`config.mk`:
```
export PLATFORM = sky130hd
export DESIGN_NAME = qrs_fifo
export DESIGN_NICKNAME = d
export VERILOG_FILES = /design/src/hw/rtl/qrs_fifo.sv
export SDC_FILE = /design/constraint.sdc
export NUM_CORES = 1
export LEC_CHECK = 0
export BUFFER_PORTS_ARGS = -buffer_cell sky130_fd_sc_hd__buf_4
export CORE_UTILIZATION = 30
export DETAILED_ROUTE_END_ITERATION = 12
export PLACE_DENSITY = 0.55
export SYNTH_ARGS = -nofsm -noshare
export SYNTH_HDL_FRONTEND = slang
export SYNTH_SLANG_ARGS = --single-unit
```
`constraint.sdc`:
```
create_clock -name clk -period 2.3 [get_ports clk]
set_input_delay 0.69 -clock clk [delete_from_list [all_inputs] [get_ports clk]]
set_output_delay 0.69 -clock clk [all_outputs]
set_load 0.05 [all_outputs]
```
`src/hw/rtl/qrs_fifo.sv`:
```
// ----------------------------------------------------------------------------
// qrs_fifo
// Small first-in first-out queue with a full/empty handshake.
// ----------------------------------------------------------------------------
`default_nettype none

module qrs_fifo
#(
    parameter int WIDTH = 8,
    parameter int DEPTH = 4
)
(
    input  wire logic             clk,
    input  wire logic             rst_n,
    input  wire logic             push,
    input  wire logic [WIDTH-1:0] wdata,
    output logic                  full,
    input  wire logic             pop,
    output logic      [WIDTH-1:0] rdata,
    output logic                  empty
);

    localparam int PW = (DEPTH > 1) ? $clog2(DEPTH) : 1;
    localparam int CW = $clog2(DEPTH + 1);

    logic [WIDTH-1:0] mem [DEPTH];
    logic [PW-1:0]    wr_ptr_reg;
    logic [PW-1:0]    rd_ptr_reg;
    logic [CW-1:0]    count_reg;
    logic             do_push;
    logic             do_pop;

    assign full    = (count_reg == CW'(DEPTH));
    assign empty   = (count_reg == '0);
    assign do_push = push && !full;
    assign do_pop  = pop && !empty;
    assign rdata   = mem[rd_ptr_reg];

    // Store a transfer
    always_ff @(posedge clk)
    begin
        if (do_push)
        begin
            mem[wr_ptr_reg] <= wdata;
        end
    end

    // Advance pointers and fill count
    always_ff @(posedge clk or negedge rst_n)
    begin
        if (!rst_n)
        begin
            wr_ptr_reg <= '0;
            rd_ptr_reg <= '0;
            count_reg  <= '0;
        end
        else
        begin
            if (do_push)
            begin
                wr_ptr_reg <= (wr_ptr_reg == PW'(DEPTH - 1)) ? '0 : wr_ptr_reg + PW'(1);
            end
            if (do_pop)
            begin
                rd_ptr_reg <= (rd_ptr_reg == PW'(DEPTH - 1)) ? '0 : rd_ptr_reg + PW'(1);
            end
            if (do_push && !do_pop)
            begin
                count_reg <= count_reg + CW'(1);
            end
            else if (do_pop && !do_push)
            begin
                count_reg <= count_reg - CW'(1);
            end
        end
    end

endmodule

`default_nettype wire

```
After elaboration in Yosys (flattened, before gate mapping) --
Memories as Yosys holds them, arrays and structs flattened. Cells that the tools add are included.
Cells by class: add/sub/neg operators 4, eq/ne operators 3, multiplexer cells 6, reduce and logical (&&, ||, !) cells 10
Operators with widths (number):
- two-way mux 3 bit | 2
- adder 2 x 1 -> 2 bit, second input constant | 2
- equality test 2 bit, second input constant | 2
- logical AND 1 bit | 4
- logical NOT 1 bit | 4
- two-way mux 2 bit | 2
- adder 3 x 1 -> 3 bit, second input constant | 1
- equality test 3 bit, second input constant | 1
- logical NOT 3 bit | 1
- subtractor 3 x 1 -> 3 bit, second input constant | 1
- two-way mux 1 bit | 2
- nonzero test 2 bit | 1
Storage, ports and cells: register bits 7, memory bits (writable) 32, input port bits 12, memories kept 1
Memory list:
- mem | depth 4, width 8, read ports 1, clocked after Yosys merged registers in 0, wr ports 1, RTL line 26 | logic [WIDTH-1:0] mem [DEPTH];

Logic depth before layout (Yosys ltp) --
word-level depth 7, gate-level depth with buffers 9

Worst setup path after synthesis --
No wires, ideal clock.
kind reg-to-reg, start point register count_reg[0], end point register count_reg[2], setup time 79 ps, data arrival time 2912 ps, path slack -691 ps, cell stages (with the launch flop) 9, buffers on the path 0, cell sequence dfrtp_1 nor3_1 nand2b_4 ha_1 inv_1 fa_1 xor2_1 nor2_1 xor2_1
On the way: word-level cells in the longest chain between the ends 6, elaborated cells on any way between the ends 15, classes of those cells add/sub (2); eq/ne (1); mux (2); reduce/logical (10)
Ends and longest elaborated chain:
- start: declaration | RTL line 29 | logic [CW-1:0] count_reg;
- start signal: assignment | RTL line 69 | count_reg <= count_reg + CW'(1);
- start signal: assignment | RTL line 73 | count_reg <= count_reg - CW'(1);
- logical NOT 3 bit (*) | RTL line 34 | assign empty = (count_reg == '0);
- via empty | RTL line 20 | output logic empty
- logical NOT 1 bit (*) | RTL line 36 | assign do_pop = pop && !empty;
- logical AND 1 bit (*) | RTL line 36
- logical NOT 1 bit | RTL line 67 | if (do_push && !do_pop)
- logical AND 1 bit | RTL line 67
- two-way mux 3 bit or nonzero test 2 bit (tied branches)
The timed path passes the listed nets; every way through them passes the cells marked *. The select of a mux whose other input is x is not followed. A chain may end at the register's enable or synchronous reset.

Worst setup path after layout --
start point register rd_ptr_reg[0], end point output port rdata[0]
On the way: word-level cells in the longest chain between the ends 1
Ends and longest elaborated chain:
- start: declaration | RTL line 28 | logic [PW-1:0] rd_ptr_reg;
- start signal: assignment | RTL line 65 | rd_ptr_reg <= (rd_ptr_reg == PW'(DEPTH - 1)) ? '0 : rd_ptr_reg + PW'(1);
- memory (4 x 8 bit)
- end: declaration | RTL line 19 | output logic [WIDTH-1:0] rdata,
No other way between the ends.

==> impl_metrics.csv <==
group,metric,value,unit
setup_path,crit_type,"flop to output pin",
synthesis,syn_inst,79,
synthesis,synth_mux_area_frac,0.151,
setup_path,cp.arrival,1.53,ns
synthesis,synth_top_family_by_area,"multiplexers",
synthesis,synth.largest_area_cell,"edfxtp_1",
drt,wl_per_cell,14.3,um
sta,grt_setup_unrepaired,"false",
floorplan,die_h,75.5,um
synthesis,synth_cell_types,19,
synthesis,synthesis.nets,98,
clocking,ctsHoldBuffers,0,
clocking,cts_htree_levels,2,
clocking,postCtsResizedCells,0,
synthesis,yosysWarnings,0,
synthesis,synth.top_cell.area_share,0.593,
clocking,post_cts.repair.setup_buffers,0,
drt,first_pass_iters,3,
sta,relSlewSlack,0.706,
drt,ant_nets,0,
grt,track_usage,0.107,
clocking,path_clk_slew,0.07,ns
finish,drive_gt1_frac,0.491,
finish,diodes,0,
drt,num_vias,776,
drt,drc,0,
sta,final-hold-violation-count,0,
job,drv_cap,0,
setup_path,crit_fanout,5,
drt,drt-total-wl,2.54,mm
setup_path,startpoint_type,"flop",
synthesis,synth_xor_area_frac,0.0162,
finish,final_util,0.388,
synthesis,ys_seq_area_frac,0.701,
synthesis,avgSynthCellArea,20.5,um2
synthesis,synth_top_flop_cell,"edfxtp_1",
synthesis,synth_compound_area_frac,0,
clocking,numCtsBuffers,5,
worst_hold_path,hp-class,"primary input to async pin",
place,place_congestion,0.616,
finish,fin_nets,126,
grt,grt-ovfl-total,0,
floorplan,core,5140,um2
power,ir_drop,0.000527,V
sta,final.setup.tns,0,ns
drt,routed_via_density,4.36,
synthesis,async_reset_ff_frac,0.179,
setup_path,crit_required,1.61,ns
floorplan,dieArea,5700,um2
finish,area_delta_synth_final,22.9,%
finish,largest_reg_flops,32,
grt,antenna_found_initial,0,
place,portBuffers,21,
sta,fin_worst_skew,0.00407,ns
synthesis,synthTopCellsByCount,"edfxtp_1, mux4_2, dfrtp_1",
floorplan,io_pins,22,
grt,grt_max_degree,14,
synthesis,synthAdderAreaFrac,0.0587,
sta,worst_pin_slew,0.441,ns
floorplan,rows,26,
sta,setup_violations,0,
clocking,cts_root_buf,"clkbuf_8",
status,status,"completed",
grt,grt_pass1_wl,4.04,mm
power,power_density,1440,nW/um2
clocking,clock_sinks,39,
floorplan,die_w,75.5,um
grt,grt_pass1_vias,820,
synthesis,yosys-top-cells-area,"edfxtp_1, mux4_2, dfrtp_1",
clocking,clk-insertion-delay-late,0.29,ns
floorplan,initial_utilization,0.315,
clocking,cts_max_path_buffers,2,
synthesis,synthSimpleGateAreaFrac,0.0541,
power,leakagePower,0.000746,uW
drt,drtIter0Drc,19,
synthesis,ys_ff_latch,39,
sta,fin_crit_sh,0.967,
synthesis,yosysMostFrequentCell,"edfxtp_1",
place,dp_hpwl,1.83,mm
setup_path,endpoint_kind,"output pin",
sta,fin_crit,2.22,ns
synthesis,synth_area,1620,um2
synthesis,synth_edf_count,32,
sta,drv_slew,0,
clocking,cts_tree,"done",
sta,timing.fmax,450,MHz
[metal layers]
layer  GRT usage  vias up  wire, um
met5           0        -         0
met4      0.0494        0        51
met3      0.0437        6       138
met2       0.182       20      1280
met1       0.117      392      1080
li1            -      358         -
[worst max-delay path: stages, from the launching register on]
cell and delay [ns]:
dfrtp_1 0.35, buf_4 0.17, mux4_2 0.52, buf_4 0.21
[through the flow]
step | cell area [um2] | setup slack [ns] | power, uW | instances | hold slack, ns
2_1_floorplan | 1630 | 0.0244 | 2010 | 79 | 0.394
3_3_place_gp | 1880 | 0.306 | 2320 | 170 | 0.512
3_5_place_dp | 1880 | 0.244 | 2350 | 170 | 0.510
4_1_cts | 1990 | 0.0473 | 2920 | 178 | 0.191
5_1_grt | 1990 | 0.0153 | 3030 | 178 | 0.188
6_report | 1990 | 0.0765 | 2860 | 178 | 0.201
[worst paths after layout]
path	start	to	slack, ns	depth (start not counted)
max	rd_ptr_reg[0]	rdata[0]	0.08	3
max in group asynchronous	rst_n	rd_ptr_reg[0]	1.98	1
min in group clk	count_reg[2]	count_reg[2]	0.56	1
max reg2reg	count_reg[1]	count_reg[2]	0.33	8
min	rst_n	count_reg[0]	0.20	1
min reg2reg	count_reg[2]	count_reg[2]	0.56	1
[final cells by class]
type / count / area, um2
Tap cell: 70 / 87.6
Inverter: 3 / 11.3
Multi-Input combinational cell: 34 / 464
Clock buffer: 5 / 68.8
Clock inverter: 3 / 43.8
Sequential cell: 39 / 1140
Timing Repair Buffer: 24 / 180
Fill cell: 507 / 3150
[cells by family after synthesis]
family	after synthesis
multiplexers	13
adder cells (fa/ha/maj)	7
AND/OR/NAND/NOR	11
flip-flops	39
buffers and inverters	6
XOR/XNOR	3
[report_power, final]
group | leakage (uW) | internal (uW) | switching (uW) | total (uW)
clock | 0.0000581 | 323 | 237 | 560
sequential | 0.000375 | 956 | 140 | 1100
combinational | 0.000313 | 512 | 692 | 1200
total | 0.000746 | 1790 | 1070 | 2860
[cell usage in the layout, fill, tap and decap left out, types with 2 or more instances in the layout]
cell type	instances
edfxtp_1	32
buf_4	24
mux4_2	8
dfrtp_1	7
ha_1	6
clkbuf_8	5
and2_2	4
inv_1	3
mux2_2	3
nor2_1	3
mux2_4	2
xor2_1	2
Note: power is estimated with default switching activity, not from simulation.
