$ cat config.mk
export PLATFORM = sky130hd
export DESIGN_NAME = qrs_front
export DESIGN_NICKNAME = d
export VERILOG_FILES = /design/src/hw/rtl/qrs_pkg.sv /design/src/hw/rtl/qrs_front.sv
export SDC_FILE = /design/constraint.sdc
export NUM_CORES = 1
export LEC_CHECK = 0
export BUFFER_PORTS_ARGS = -buffer_cell sky130_fd_sc_hd__buf_2
export CAP_MARGIN = 20
export CORE_ASPECT_RATIO = 2
export CORE_MARGIN = 2
export CORE_UTILIZATION = 55
export DETAILED_ROUTE_END_ITERATION = 10
export HOLD_SLACK_MARGIN = 0.12
export MAX_ROUTING_LAYER = met4
export PLACE_DENSITY = 0.8
export SLEW_MARGIN = 20
export SYNTH_ARGS = -nofsm -noshare
export SYNTH_HDL_FRONTEND = slang
export SYNTH_SLANG_ARGS = --single-unit
$ cat constraint.sdc
create_clock -name clk -period 25.2 [get_ports clk]
set_clock_uncertainty 0.2 [all_clocks]
set_input_delay 3.78 -clock clk [delete_from_list [all_inputs] [get_ports clk]]
set_output_delay 3.78 -clock clk [all_outputs]
set_load 0.02 [all_outputs]
$ cat src/hw/rtl/qrs_pkg.sv
// ----------------------------------------------------------------------------
// qrs_pkg
// Shared types and constants of the quadratic root solver.
// ----------------------------------------------------------------------------
`default_nettype none

package qrs_pkg;

    // Default coefficient width (signed Q.8)
    localparam int COEF_WIDTH_DEF = 16;
    // Root format is signed Q16.16
    localparam int ROOT_WIDTH = 32;
    // Quotient scale: num(Q.8) * 2^15 / a gives num / (2a) in Q.16
    localparam int FRAC_SHIFT = 15;
    // Queue depths between the parts
    localparam int MID_DEPTH = 4;
    localparam int OUT_DEPTH = 2;

    localparam logic [ROOT_WIDTH-1:0] ROOT_MAX = 32'h7FFF_FFFF;
    localparam logic [ROOT_WIDTH-1:0] ROOT_MIN = 32'h8000_0000;

    typedef enum logic [1:0] {
        KIND_NONE  = 2'd0,
        KIND_ONE   = 2'd1,
        KIND_TWO   = 2'd2,
        KIND_DEGEN = 2'd3
    } kind_t;

    typedef struct packed {
        kind_t                 kind;
        logic [ROOT_WIDTH-1:0] plus;
        logic [ROOT_WIDTH-1:0] minus;
        logic                  sat;
    } result_t;

endpackage

`default_nettype wire

$ cat src/hw/rtl/qrs_front.sv
// ----------------------------------------------------------------------------
// qrs_front
// Accept coefficients, form the exact discriminant and classify the item.
// ----------------------------------------------------------------------------
`default_nettype none

module qrs_front
import qrs_pkg::*;
#(
    parameter int COEF_WIDTH = COEF_WIDTH_DEF
)
(
    input  wire logic                              clk,
    input  wire logic                              rst_n,
    input  wire logic                              push,
    input  wire logic signed [COEF_WIDTH-1:0]      coef_a,
    input  wire logic signed [COEF_WIDTH-1:0]      coef_b,
    input  wire logic signed [COEF_WIDTH-1:0]      coef_c,
    output logic                                   full,
    output logic                                   q_push,
    output logic [2+(2*COEF_WIDTH+1)+2*COEF_WIDTH-1:0] q_data,
    input  wire logic                              q_full
);

    localparam int W  = COEF_WIDTH;
    localparam int DW = 2 * W + 1;
    localparam int XW = 2 * W + 3;

    logic          en;
    logic          f1_vld_reg;
    logic [W-1:0]  f1_a_reg;
    logic [W-1:0]  f1_b_reg;
    logic [W-1:0]  f1_c_reg;
    logic [W-1:0]  mag_a;
    logic [W-1:0]  mag_b;
    logic [W-1:0]  mag_c;
    logic          f2_vld_reg;
    logic [W-1:0]  f2_a_reg;
    logic [W-1:0]  f2_b_reg;
    logic [2*W-1:0] f2_bb_reg;
    logic [2*W-1:0] f2_ac_reg;
    logic          f2_acneg_reg;
    logic [XW-1:0] disc;
    kind_t         kind;

    assign en   = !q_full;
    assign full = q_full;

    // Magnitudes of the coefficients
    always_comb
    begin
        mag_a = f1_a_reg[W-1] ? (~f1_a_reg + W'(1)) : f1_a_reg;
        mag_b = f1_b_reg[W-1] ? (~f1_b_reg + W'(1)) : f1_b_reg;
        mag_c = f1_c_reg[W-1] ? (~f1_c_reg + W'(1)) : f1_c_reg;
    end

    // Stage valids
    always_ff @(posedge clk or negedge rst_n)
    begin
        if (!rst_n)
        begin
            f1_vld_reg <= 1'b0;
            f2_vld_reg <= 1'b0;
        end
        else if (en)
        begin
            f1_vld_reg <= push;
            f2_vld_reg <= f1_vld_reg;
        end
    end

    // Capture coefficients, then the two products
    always_ff @(posedge clk)
    begin
        if (en)
        begin
            f1_a_reg     <= coef_a;
            f1_b_reg     <= coef_b;
            f1_c_reg     <= coef_c;
            f2_a_reg     <= f1_a_reg;
            f2_b_reg     <= f1_b_reg;
            f2_bb_reg    <= mag_b * mag_b;
            f2_ac_reg    <= mag_a * mag_c;
            f2_acneg_reg <= f1_a_reg[W-1] ^ f1_c_reg[W-1];
        end
    end

    // Discriminant b*b - 4ac and its class
    always_comb
    begin
        if (f2_acneg_reg)
        begin
            disc = XW'(f2_bb_reg) + XW'({f2_ac_reg, 2'b00});
        end
        else
        begin
            disc = XW'(f2_bb_reg) - XW'({f2_ac_reg, 2'b00});
        end
        priority if (f2_a_reg == '0)
        begin
            kind = KIND_DEGEN;
        end
        else if (disc[XW-1])
        begin
            kind = KIND_NONE;
        end
        else if (disc == '0)
        begin
            kind = KIND_ONE;
        end
        else
        begin
            kind = KIND_TWO;
        end
    end

    assign q_push = f2_vld_reg && en;
    assign q_data = {kind, disc[DW-1:0], f2_a_reg, f2_b_reg};

endmodule

`default_nettype wire

==> Yosys cells after proc, flatten, opt, wreduce, memory -nomap -nowiden <==
Cells that the tools add are included.
{ "op_classes": {"n_mux": 7, "reduce_logical": 4, "mul": 2, "bitwise_logic": 4, "add_sub_neg": 5} }
{ "op_table": {"columns": ["operator", "n"], "rows": [
  ["multiplier 16 x 16 -> 32 bit", 2],
  ["adder 16 x 1 -> 16 bit, second input constant", 3],
  ["2-to-1 mux 16 bit", 3],
  ["NOT 16 bit", 3],
  ["adder 32 x 34 -> 35 bit", 1],
  ["zero test 35 bit", 1],
  ["2-to-1 mux 35 bit", 1],
  ["subtractor 32 x 34 -> 35 bit", 1],
  ["zero test 16 bit", 1],
  ["2-to-1 mux 2 bit", 3],
  ["logical AND 1 bit", 1],
  ["zero test 1 bit", 1],
  ["bitwise XOR 1 bit", 1]
]} }
{ "totals": {"register_bits": 147, "input_bits": 52, "wordCells": 32, "out_inout_bits": 69} }

==> Logic depth before layout (Yosys ltp) <==
{ "depth": {"ltp_word": 6, "mapped_depth": 32, "mapped_depth_nobuf": 30} }

==> Worst setup path after synthesis <==
No wires, ideal clock.
{ "synth_timing": {"path_type": "reg2reg", "from": "reg f1_a_reg[0]", "to": "reg f2_ac_reg[31], data pin", "synth_period_minus_slack_ns": 8.222, "arrival_time_ns": 7.752, "stages_incl_launch_ff": 31, "slack_ns": 16.978, "setup_ns": 0.270, "path_buffers": 3, "path_cell_list": "edfxtp_1 clkbuf_1 inv_1 clkbuf_1 ha_1 nand2_1 or3_1 o31ai_1 nand2_1 xor2_1 clkbuf_1 nand2_1 fa_1 fa_1 fa_1 inv_1 fa_1 fa_1 inv_1 fa_1 inv_1 ha_1 a21o_1 a21oi_1 nor2_1 a311oi_1 nand2_1 a31oi_1 o211ai_1 a2111oi_0 nor3b_1"} }
{ "synth_via": {"elab_chain_len": 4} }
{ "synth_lines": {"columns": ["element", "line_no", "text"], "rows": [
  ["start, declared", "qrs_front.sv:31", "logic [W-1:0] f1_a_reg;"],
  ["start signal, assigned", "qrs_front.sv:77", "f1_a_reg <= coef_a;"],
  ["NOT 16 bit", "qrs_front.sv:52", "mag_a = f1_a_reg[W-1] ? (~f1_a_reg + W'(1)) : f1_a_reg;"],
  ["adder 16 x 1 -> 16 bit", "qrs_front.sv:52", null],
  ["2-to-1 mux 16 bit (*)", "qrs_front.sv:52", null],
  ["multiplier 16 x 16 -> 32 bit (*)", "qrs_front.sv:83", "f2_ac_reg <= mag_a * mag_c;"],
  ["end signal, assigned", "qrs_front.sv:83", null],
  ["end, declared", "qrs_front.sv:41", "logic [2*W-1:0] f2_ac_reg;"]
]} }
Every way passes the cells marked *; elsewhere a longest branch is shown, timed or not.
A chain may end at the register's enable or synchronous reset.

==> Worst setup path after layout <==
{ "layout_timing": {"from": "reg f2_ac_reg[10]", "to": "out q_data[66]"} }
{ "layout_via": {"elab_chain_len": 6} }
{ "layout_lines": {"columns": ["element", "line_no", "text"], "rows": [
  ["subtractor 32 x 34 -> 35 bit or adder 32 x 34 -> 35 bit (tied branches)", "qrs_front.sv:97, qrs_front.sv:93", null],
  ["2-to-1 mux 35 bit (*)", "qrs_front.sv:91", "if (f2_acneg_reg)"],
  ["zero test 35 bit", "qrs_front.sv:107", "else if (disc == '0)"],
  ["2-to-1 mux 2 bit", "qrs_front.sv:107", null],
  ["2-to-1 mux 2 bit (*)", "qrs_front.sv:103", "else if (disc[XW-1])"],
  ["2-to-1 mux 2 bit (*)", "qrs_front.sv:99", "priority if (f2_a_reg == '0)"],
  ["end, declared", "qrs_front.sv:21", "output logic [2+(2*COEF_WIDTH+1)+2*COEF_WIDTH-1:0] q_data,"]
]} }
Marked as above.

==> impl_metrics.yaml <==
clocking:
  cts_tree: "built"
  clk_latency_ns: 0.46
  clock_path_buffers: 2
  hold_buffers: 0
  ctsResizeCount: 0
  htreeDepth: 4
  cts_sinks: 145
  cts_root_buffer: "clkbuf_16"
  path_clk_slew_ns: 0.07
  post-cts-setup-buffers: 0
  numCtsBuffers: 17
yosys:
  seq_area_frac_synth_pct: 18.5
  synthTopCellsByCount: "inv_1, fa_1, nand2_1, nor2_1, ha_1"
  syn_area_per_cell_um2: 9.44
  netlist_instances: 2487
  synth_top_area_share_pct: 30.6
  async_reset_ff_share_pct: 1.38
  yosys-top-cells-area: "fa_1, edfxtp_1, ha_1"
  synth_area_um2: 23500
  synth_warnings: 0
  ys_types: 86
  synth_top_cell_by_area: "fa_1"
  synth-edff-count: 143
  post-synth-top-count-cell: "inv_1"
  yosys_register_bits: 145
  synthFlopType: "edfxtp_1"
run_status:
  status: "complete, no violations"
worst_setup_path:
  critPathRequiredTime_ns: 21.22
  cpMaxStageDelayCell: "nor4_1"
  crit_path_end_kind: "output port"
  worstSetupPathType: "reg -> out"
  startpoint_type: "flop"
  crit_chain: "nor4_1, and2_1, a21oi_1, nor2_1, o21ai_0, xor2_1, ha_1, nand4_1, a2111oi_0, a21oi_1, nand3_1, xor2_1, or3_1, nor4_1, nand4_1, o22a_1, buf_2"
  crit_arrival_ns: 5.68
  r2r_setup_slack_ns: 15.70
  timing.critical_path.fanout_max: 12
  cp_top_family: "simple AND/OR/NAND/NOR gates"
  path_buf_inv: 1
  cpPeakStageDelay_ns: 0.57
timing:
  drv_slew: 0
  hold_ws_ns: 0.309
  finalCritPeriodShare_pct: 38.3
  tightest_slew_ns: 1.08
  fin_setup_tns_ns: 0
  timing.fmax_mhz: 103
  hold_violations: 0
  fin_crit_ns: 9.66
  finalSetupViolations: 0
  rsz0062_at_grt: "false"
  relSlewSlack_pct: 27.8
final_layout:
  fin_area_um2: 25300
  final_nets: 3251
  largest_reg_flops: 32
  diodes: 0
  drive_above_1_share_pct: 8.59
  area_delta_synth_final_pct: 7.98
die:
  ios: 121
  chipWidth_um: 150
  start_util_pct: 55.5
  core_area_um2: 42300
  rows: 107
  die_area_um2: 44400
  die_height_um: 296
flow_run:
  cap_violations: 0
global_route:
  grt_max_degree: 82
  grt_pass1_vias: 19000
  grt_util_all_layers_pct: 29.4
  antenna_found_initial: 0
  gr-total-overflow: 0
  grt_pass1_wl_mm: 97.3
placement:
  port_buffers: 119
  gp_congestion: 0.994
  postPlaceCellArea_um2: 24800
  place_hpwl_mm: 48.5
drt:
  drc: 0
  wirelength_mm: 60.2
  drtPass1Iterations: 8
  via_per_inst: 5.79
  drt_iter0_drc: 1494
  antenna_left: 0
  wl_per_cell_um: 19.0
  dr_total_vias: 18300
min_path:
  hold_class: "reg -> reg"
worst paths after layout:
check | start | end | cells after the start
max in group asynchronous | rst_n | f2_vld_reg | 1
worst max register to register | f1_a_reg[0] | f2_ac_reg[31] | 26
worst min-delay path | f1_vld_reg | f2_vld_reg | 1
worst min register to register | f1_vld_reg | f2_vld_reg | 1
worst max-delay path | f2_ac_reg[10] | q_data[66] | 17
min in group asynchronous | rst_n | f1_vld_reg | 1
routing by layer:
layer	track usage [%]	part of all wire (%)
met1	35.9	38
met2	48.4	50
met3	5.65	8.3
met4	11.2	3.6
met5	-	0
per-stage QoR:
| step | worst slack, ns | std cells | util, % |
|---|---|---|---|
| floorplan | 16.98 | 2497 | - |
| global placement | 15.89 | 3131 | 58.6 |
| detailed placement | 15.87 | 3132 | 58.6 |
| CTS | 15.71 | 3164 | 59.9 |
| global route | 15.13 | 3165 | 59.9 |
| finish | 15.54 | 3165 | 59.9 |
worst reg2reg max path, cell delays in order (launching register included):
cell and delay, ns:
edfxtp_1 0.59, inv_1 0.48, ha_1 0.25, nand2_1 0.09, or3_1 0.38, o31ai_1 0.67, nand2_1 0.23, xor2_1 0.50
buf_4 0.28, nand2_1 0.09, fa_1 0.53, fa_1 0.55, fa_1 0.53, inv_1 0.06, fa_1 0.52, fa_1 0.52
inv_1 0.05, fa_1 0.47, inv_1 0.04, ha_1 0.31, and3_1 0.19, a311oi_1 0.36, nand2_1 0.19, a31oi_1 0.41
o211ai_1 0.22, a2111oi_0 0.43, nor3b_1 0.09
cell families (layout without fill, tap and decap cells):
logic type	after synthesis	in the layout	share of synthesized area [%]
mux	9	9	0.410
buf+inv	546	669	8.94
xor+xnor	166	166	6.26
fa+ha+maj	592	592	43.0
other cells	2	12	0.0320
flops	145	145	18.5
simple gates	710	710	13.7
compound gates	317	317	9.15
layout by cell type (no fill, tap or decap), drive strengths merged, types with 26 or more instances in the layout:
| cell | synthesis | final |
|---|---|---|
| inv | 481 | 487 |
| fa | 359 | 359 |
| nand2 | 262 | 262 |
| nor2 | 255 | 255 |
| ha | 233 | 233 |
| buf | 18 | 149 |
| edfxtp | 143 | 143 |
| xnor2 | 91 | 91 |
| a21oi | 89 | 89 |
| xor2 | 75 | 75 |
| o21ai | 60 | 60 |
| nor3 | 40 | 40 |
| a21o | 38 | 38 |
| nand3 | 26 | 26 |
layout make-up:
type                            instances  area, µm²
Multi-Input combinational cell       1806      17100
Fill cell                            3640      17000
Sequential cell                       145       4340
Inverter                              488       1840
Timing Repair Buffer                  149        818
Tap cell                              545        682
Clock buffer                           19        433
Clock inverter                         13        126
Power is left out: the tool's default activity adds up to more than one toggle a clock period on the data nets, which glitch-free logic cannot reach.
